[config.mk]
export PLATFORM = sky130hd
export DESIGN_NAME = sbrs_div
export DESIGN_NICKNAME = d
export VERILOG_FILES = /design/src/sbrs_pkg.sv /design/src/sbrs_div.sv
export SDC_FILE = /design/constraint.sdc
export NUM_CORES = 2
export LEC_CHECK = 0
export BUFFER_PORTS_ARGS = -buffer_cell sky130_fd_sc_hd__buf_4
export CORE_ASPECT_RATIO = 0.9
export CORE_MARGIN = 5
export CORE_UTILIZATION = 55
export CTS_CLUSTER_SIZE = 12
export DETAILED_ROUTE_END_ITERATION = 8
export PLACE_DENSITY = 0.73
export SYNTH_ARGS = -nofsm -noshare
export SYNTH_HDL_FRONTEND = slang
export SYNTH_SLANG_ARGS = --single-unit
[constraint.sdc]
create_clock -name clk -period 8.2 [get_ports clk]
set_clock_uncertainty 0.05 [all_clocks]
set_input_delay 0.82 -clock clk [delete_from_list [all_inputs] [get_ports clk]]
set_output_delay 0.82 -clock clk [all_outputs]
set_load 0.02 [all_outputs]
[src/sbrs_pkg.sv]
`timescale 1ns / 1ps
`default_nettype none
// ----------------------------------------------------------------------------
// sbrs_pkg
// Shared widths, constants, the sideband type and helpers of the swept box slab test.
// ----------------------------------------------------------------------------
package sbrs_pkg;

  localparam int COORD_W   = 32;
  localparam int SIZE_W    = 31;
  localparam int OFF_W     = 35;
  localparam int TIME_BITS = 16;
  localparam int QB        = 17;
  localparam int NUM_W     = OFF_W + TIME_BITS;
  localparam int T_W       = 20;
  localparam int DIV_LAT   = QB + 3;
  localparam int CONT_LAT  = 2;

  localparam logic signed [T_W-1:0] T_ONE  = T_W'(1) <<< TIME_BITS;
  localparam logic signed [T_W-1:0] T_SAT  = T_W'(1) <<< QB;
  localparam logic signed [T_W-1:0] T_UNB  = T_W'(1) <<< (QB + 1);

  localparam logic signed [1:0] NRM_POS  = 2'sb01;
  localparam logic signed [1:0] NRM_NEG  = 2'sb11;
  localparam logic signed [1:0] NRM_ZERO = 2'sb00;

  typedef struct packed {
    logic                      rule;
    logic signed [COORD_W-1:0] mx;
    logic signed [COORD_W-1:0] my;
    logic        [SIZE_W-1:0]  mw;
    logic        [SIZE_W-1:0]  mh;
    logic signed [COORD_W-1:0] vx;
    logic signed [COORD_W-1:0] vy;
    logic                      zx;
    logic                      zy;
    logic                      inx;
    logic                      iny;
  } sbrs_side_t;

  function automatic logic signed [OFF_W-1:0] sx_coord(input logic [COORD_W-1:0] v);
    return $signed({{(OFF_W-COORD_W){v[COORD_W-1]}}, v});
  endfunction

  function automatic logic signed [OFF_W-1:0] zx_size(input logic [SIZE_W-1:0] v);
    return $signed({{(OFF_W-SIZE_W){1'b0}}, v});
  endfunction

endpackage
`default_nettype wire

[src/sbrs_div.sv]
`timescale 1ns / 1ps
`default_nettype none
// ----------------------------------------------------------------------------
// sbrs_div
// Pipelined floor division of an offset scaled by 2^16 by a velocity,
// one quotient bit per stage, result clamped to a narrow signed range.
// ----------------------------------------------------------------------------
module sbrs_div import sbrs_pkg::*; (
  input  wire logic                      clk,
  input  wire logic signed [OFF_W-1:0]   num,
  input  wire logic signed [COORD_W-1:0] den,
  output logic signed [T_W-1:0]          quo
);

  logic [NUM_W-1:0]   nm;
  logic [COORD_W-1:0] dm;
  logic               ng;

  logic [NUM_W-1:0]   rem [0:QB];
  logic [QB-1:0]      qb  [0:QB];
  logic [COORD_W-1:0] dv  [0:QB];
  logic               ngv [0:QB];
  logic               sat [0:QB];

  logic [OFF_W-1:0]   num_abs;
  logic [COORD_W-1:0] den_abs;

  assign num_abs = num[OFF_W-1] ? OFF_W'(-num) : OFF_W'(num);
  assign den_abs = den[COORD_W-1] ? COORD_W'(-den) : COORD_W'(den);

  always_ff @(posedge clk) begin
    nm <= NUM_W'(num_abs) << TIME_BITS;
    dm <= den_abs;
    ng <= num[OFF_W-1] ^ den[COORD_W-1];

    rem[0] <= nm;
    qb[0]  <= '0;
    dv[0]  <= dm;
    ngv[0] <= ng;
    sat[0] <= nm >= (NUM_W'(dm) << QB);

    for (int k = 0; k < QB; k++) begin
      if (rem[k] >= (NUM_W'(dv[k]) << (QB - 1 - k))) begin
        rem[k+1] <= rem[k] - (NUM_W'(dv[k]) << (QB - 1 - k));
        qb[k+1]  <= qb[k] | (QB'(1) << (QB - 1 - k));
      end else begin
        rem[k+1] <= rem[k];
        qb[k+1]  <= qb[k];
      end
      dv[k+1]  <= dv[k];
      ngv[k+1] <= ngv[k];
      sat[k+1] <= sat[k];
    end

    if (sat[QB]) begin
      quo <= ngv[QB] ? -T_SAT : T_SAT;
    end else if (ngv[QB]) begin
      quo <= -$signed(T_W'(qb[QB])) - ((rem[QB] != '0) ? T_W'(1) : T_W'(0));
    end else begin
      quo <= $signed(T_W'(qb[QB]));
    end
  end

endmodule
`default_nettype wire

* Word-level counts from Yosys, hierarchy flattened
Memory sizes are Yosys's and may differ from the RTL's.
Index checks and enable logic that the tools add are counted.
** Word-level totals
- Register bits after elaboration :: 88
- Word-level logic and storage cells :: 177
- RAM bits :: 1836
- Output and inout port bits :: 20
- Memories kept :: 5
** Memory list
- rem :: depth 18, width 51, read ports 18, clocked after Yosys merged registers in 0, wr ports 18, line sbrs_div.sv:19 : logic [NUM_W-1:0] rem [0:QB];
- dv :: depth 18, width 32, read ports 17, clocked after Yosys merged registers in 0, wr ports 18, line sbrs_div.sv:21 : logic [COORD_W-1:0] dv [0:QB];
- qb :: depth 18, width 17, read ports 18, clocked after Yosys merged registers in 0, wr ports 18, line sbrs_div.sv:20 : logic [QB-1:0] qb [0:QB];
- ngv :: depth 18, width 1, read ports 18, clocked after Yosys merged registers in 0, wr ports 18, line sbrs_div.sv:22 : logic ngv [0:QB];
- sat :: depth 18, width 1, read ports 18, clocked after Yosys merged registers in 0, wr ports 18, line sbrs_div.sv:23 : logic sat [0:QB];
** Cells by class
- Bitwise operators :: 35
- Reductions and logical operators :: 1
- $add $sub $neg :: 21
- Order comparisons :: 18
- Muxes and demuxes :: 91
** Operators by type and width (count)
- $mux 51 :: 17
- $mux 17 :: 17
- $mux 20 :: 3
- $mux 1 :: 52
- $ge 51x32->1 :: 1
- $ge 51x33->1 :: 1
- $ge 51x34->1 :: 1
- $ge 51x35->1 :: 1
- $ge 51x36->1 :: 1
- $ge 51x37->1 :: 1
- $ge 51x38->1 :: 1
- $ge 51x39->1 :: 1
- $ge 51x40->1 :: 1
- $ge 51x41->1 :: 1
- $ge 51x42->1 :: 1
- $ge 51x43->1 :: 1
- $ge 51x44->1 :: 1
- $ge 51x45->1 :: 1
- $ge 51x46->1 :: 1
- $ge 51x47->1 :: 1
- $ge 51x48->1 :: 1
- $ge 51x49->1 :: 1
- $reduce_bool 51->1 :: 1
- $sub 51x32->51 :: 1
- other kinds (24) :: 57

* Depth between registers and ports, before layout
An unclocked memory read counts as a cell.
- Depth after elaboration :: 6
- Gate-level depth with buffers :: 17
- Gate-level depth less buffers :: 17

* Worst setup path before layout
Ideal clock, no wire load.
- Path kind :: input -> register
- From :: input port num[8]
- To :: register nm[47]
- Arrival time :: 3.431 ns
- Path slack :: 4.647 ns
- Buffers on the path :: 0
- Cell stages on the path :: 9
- Required time :: 8.078 ns
- Cell sequence :: nor4_2 > nand2b_1 > or3_1 > or4_4 > or4_4 > or3_4 > or3_4 > o31ai_2 > xnor2_1
** Between the ends
- Cells in the longest elaborated chain, start to end :: 2
** Ends and longest elaborated chain
- start, declared :: line sbrs_div.sv:10 : input wire logic signed [OFF_W-1:0] num,
- $neg 35->35 :: line sbrs_div.sv:28 : assign num_abs = num[OFF_W-1] ? OFF_W'(-num) : OFF_W'(num);
- $mux 34 :: line sbrs_div.sv:28
- via num_abs[31] :: line sbrs_div.sv:25 : logic [OFF_W-1:0] num_abs;
- end signal, assigned :: line sbrs_div.sv:32 : nm <= NUM_W'(num_abs) << TIME_BITS;
- end, declared :: line sbrs_div.sv:15 : logic [NUM_W-1:0] nm;
The timed path passes the listed nets, and every way through them passes these cells.
A chain may end at the register's enable or synchronous reset.

==> results.sh <==
export IMPL_outcome="complete, no violations"
export IMPL_initial_core_util_pct=55.1
export IMPL_peakVddDrop_uv=275
export IMPL_start_kind="register"
export IMPL_rsz0062_at_grt="no"
export IMPL_cp_data_required_time_ns=8.85
export IMPL_drtIter0Drc=4521
export IMPL_die_w_um=400
export IMPL_ctsHoldBuffers=0
export IMPL_crit_path_end="rem[2][46]"
export IMPL_synth_edff_count=0
export IMPL_slew_violations=0
export IMPL_post_cts_repair_setup_buffers=0
export IMPL_synthTopCellsByArea="dfxtp_1 (42%), ha_1 (9.9%), a21oi_1 (5.0%), xnor2_1 (4.8%), inv_1 (3.8%)"
export IMPL_track_usage_pct=25.7
export IMPL_ctsResizeCount=0
export IMPL_critPathKind="register to register"
export IMPL_powerDensity_nw_per_um2=442
export IMPL_finalCritPeriodShare_pct=57.5
export IMPL_reg2regPathDepth=12
export IMPL_grt_pass1_vias=57264
export IMPL_fin_crit_ns=4.71
export IMPL_power_w=0.0367
export IMPL_clk_latency_ns=0.80
export IMPL_wirelength_um=192000
export IMPL_path_clk_slew_ns=0.06
export IMPL_synth_nets=9136
export IMPL_tns_ns=0
export IMPL_reg2reg_slack_ns=3.49
export IMPL_final_nets=9165
export IMPL_p_leak_nw=37.4
export IMPL_cap_violations=0
export IMPL_cts_sinks=1587
export IMPL_synth_most_common_cell="dfxtp_1"
export IMPL_path_max_fanout=39
export IMPL_root_buffer="clkbuf_16"
export IMPL_antenna_found_initial=2
export IMPL_arrival_ns=5.36
export IMPL_hold_violations=0
export IMPL_via_count=59418
export IMPL_clk_path_buf_depth=3
export IMPL_ys_types=89
export IMPL_grt_max_degree=68
export IMPL_reg2reg_to="rem[2][46]"
export IMPL_cts_buffers=164
export IMPL_r2r_start="dv[3][7]"
export IMPL_grt_pass1_wl_um=307000
export IMPL_wl_per_cell_um=18.5
export IMPL_core_area_um2=137000
export IMPL_crit_path_end_kind="register"
export IMPL_drive_gt1_share_pct=6.28
export IMPL_setup_viol=0
export IMPL_synth_warnings=0
export IMPL_ys_seq_area_share_pct=42.1
export IMPL_drc_errors=0
export IMPL_io_pin_count=88
export IMPL_vias_per_cell=5.71
export IMPL_synth_area_um2=75500
export IMPL_synthFlopType="dfxtp_1"
export IMPL_gr_total_overflow=0
export IMPL_synth_seq_cells=1587
export IMPL_cts_tree="done"
export IMPL_syn_inst=8453
export IMPL_num_rows=129
export IMPL_antennaDiodeCount=0
export IMPL_yosysTopAreaCell="dfxtp_1"
export IMPL_worst_slew_pin_slew_ns=1.38
export IMPL_ys_top_cells_by_count="dfxtp_1 (1587), inv_1 (761), a21oi_1 (759), nor2_1 (624), ha_1 (598)"
export IMPL_die_height_um=361
export IMPL_fmax_mhz=212
export IMPL_ant_nets=0
export IMPL_cts_max_level=4
export IMPL_dieArea_um2=145000
export IMPL_routabilityCongestion=0.946
export IMPL_worst_hold_path_type="input port to register"
export IMPL_crit_start="dv[3][7]"
export IMPL_port_buffers=87
export IMPL_avgSynthCellArea_um2=8.93
export IMPL_async_flop_share_pct=0
export IMPL_yosysTopAreaCellShare_pct=42.1
export IMPL_drt_first_pass_iters=8
export IMPL_area_growth_pct=9.93
export IMPL_hpwlAfterDp_um=149000
export IMPL_slew_headroom_pct=7.05
## sequential cells by signal (all words and copies together), names as in the netlist
signal,cells
nm,35
quo,20
qb,153
ngv,18
dv,544
rem,766
dm,32
sat,18
ng,1
## logic make-up after synthesis
group	count (synthesis)	share of synthesized area [%]
fa+ha+maj	615	10.4
xor+xnor	735	8.53
mux	131	1.92
buf+inv	1005	5.02
compound gates	2190	18.0
simple gates	2190	14.1
flops	1587	42.1
## metrics by stage
stage                     util (%)  hold slack (ns)  cell area (um^2)  setup WS [ns]  std cells
after global routing          60.6           0.0864             82900           3.16      10414
final                         60.6            0.128             82900           3.49      10414
after global placement        56.8            0.260             77700           3.64      10150
after detailed placement      56.8            0.262             77700           3.58      10150
after floorplan                  -            0.260             75500           4.65       8453
after CTS                     60.6           0.0709             82900           3.50      10414
## critical path: stages (launching register included)
cell and delay, ns:
dfxtp_1 0.33, inv_1 0.05, ha_1 0.38, and4_1 0.29
and3_1 0.20, o311ai_0 0.43, a211oi_1 0.63, o21a_1 0.25
o21ai_0 0.11, a31oi_1 0.41, a2bb2oi_4 0.91, nor4b_1 0.38
xor2_1 0.18
## how the worst min path moves through the flow
stage / to / from / cells past startpoint
final: nm[16] / num[0] / 1
after global routing: dm[0] / den[0] / 1
after CTS: nm[16] / num[0] / 1
after detailed placement: qb[10][13] / qb[9][13] / 0
after global placement: ngv[4] / ngv[3] / 0
after floorplan: ngv[0] / ng / 0
## layout make-up
type	count	area, um^2
Timing Repair Buffer	106	796
Clock buffer	225	4620
Sequential cell	1587	31800
Inverter	762	2860
Tap cell	1834	2290
Fill cell	11730	53900
Multi-Input combinational cell	5861	40000
Clock inverter	39	598
## metal layers
layer,up-vias,GRT usage (%),routed length [um]
met5,-,0,7
met4,2,8.62,6120
met3,389,4.58,11800
met2,1854,43.7,90300
met1,27741,33.0,84000
li1,29432,-,-
## report_power, final
| part | leakage [nW] | internal (W) | total, W | switching (W) |
|---|---|---|---|---|
| logic | 21.5 | 0.00753 | 0.0174 | 0.00987 |
| registers | 13.3 | 0.0102 | 0.0121 | 0.00186 |
| clock network | 2.55 | 0.00414 | 0.00721 | 0.00307 |
## cell usage in the layout (no fill, tap or decap), types with 29 or more instances in the layout
| cell type | instances |
|---|---|
| a211oi_1 | 52 |
| a21o_1 | 318 |
| a21oi_1 | 756 |
| a31oi_1 | 86 |
| and2_1 | 32 |
| and3_1 | 59 |
| buf_4 | 106 |
| clkbuf_1 | 32 |
| clkbuf_16 | 164 |
| clkbuf_8 | 29 |
| dfxtp_1 | 1587 |
| ha_1 | 598 |
| inv_1 | 761 |
| mux2_2 | 112 |
| nand2_1 | 588 |
| nand2b_1 | 94 |
| nand3_1 | 137 |
| nand4_1 | 124 |
| nor2_1 | 624 |
| nor2b_1 | 83 |
| nor3_1 | 136 |
| nor4_1 | 89 |
| o211ai_1 | 44 |
| o21a_1 | 75 |
| o21ai_0 | 477 |
| o21bai_1 | 71 |
| o31ai_1 | 49 |
| or2_2 | 32 |
| or3_1 | 64 |
| or4_1 | 31 |
| xnor2_1 | 416 |
| xor2_1 | 319 |
No activity file was read; power rests on OpenSTA's default activity.
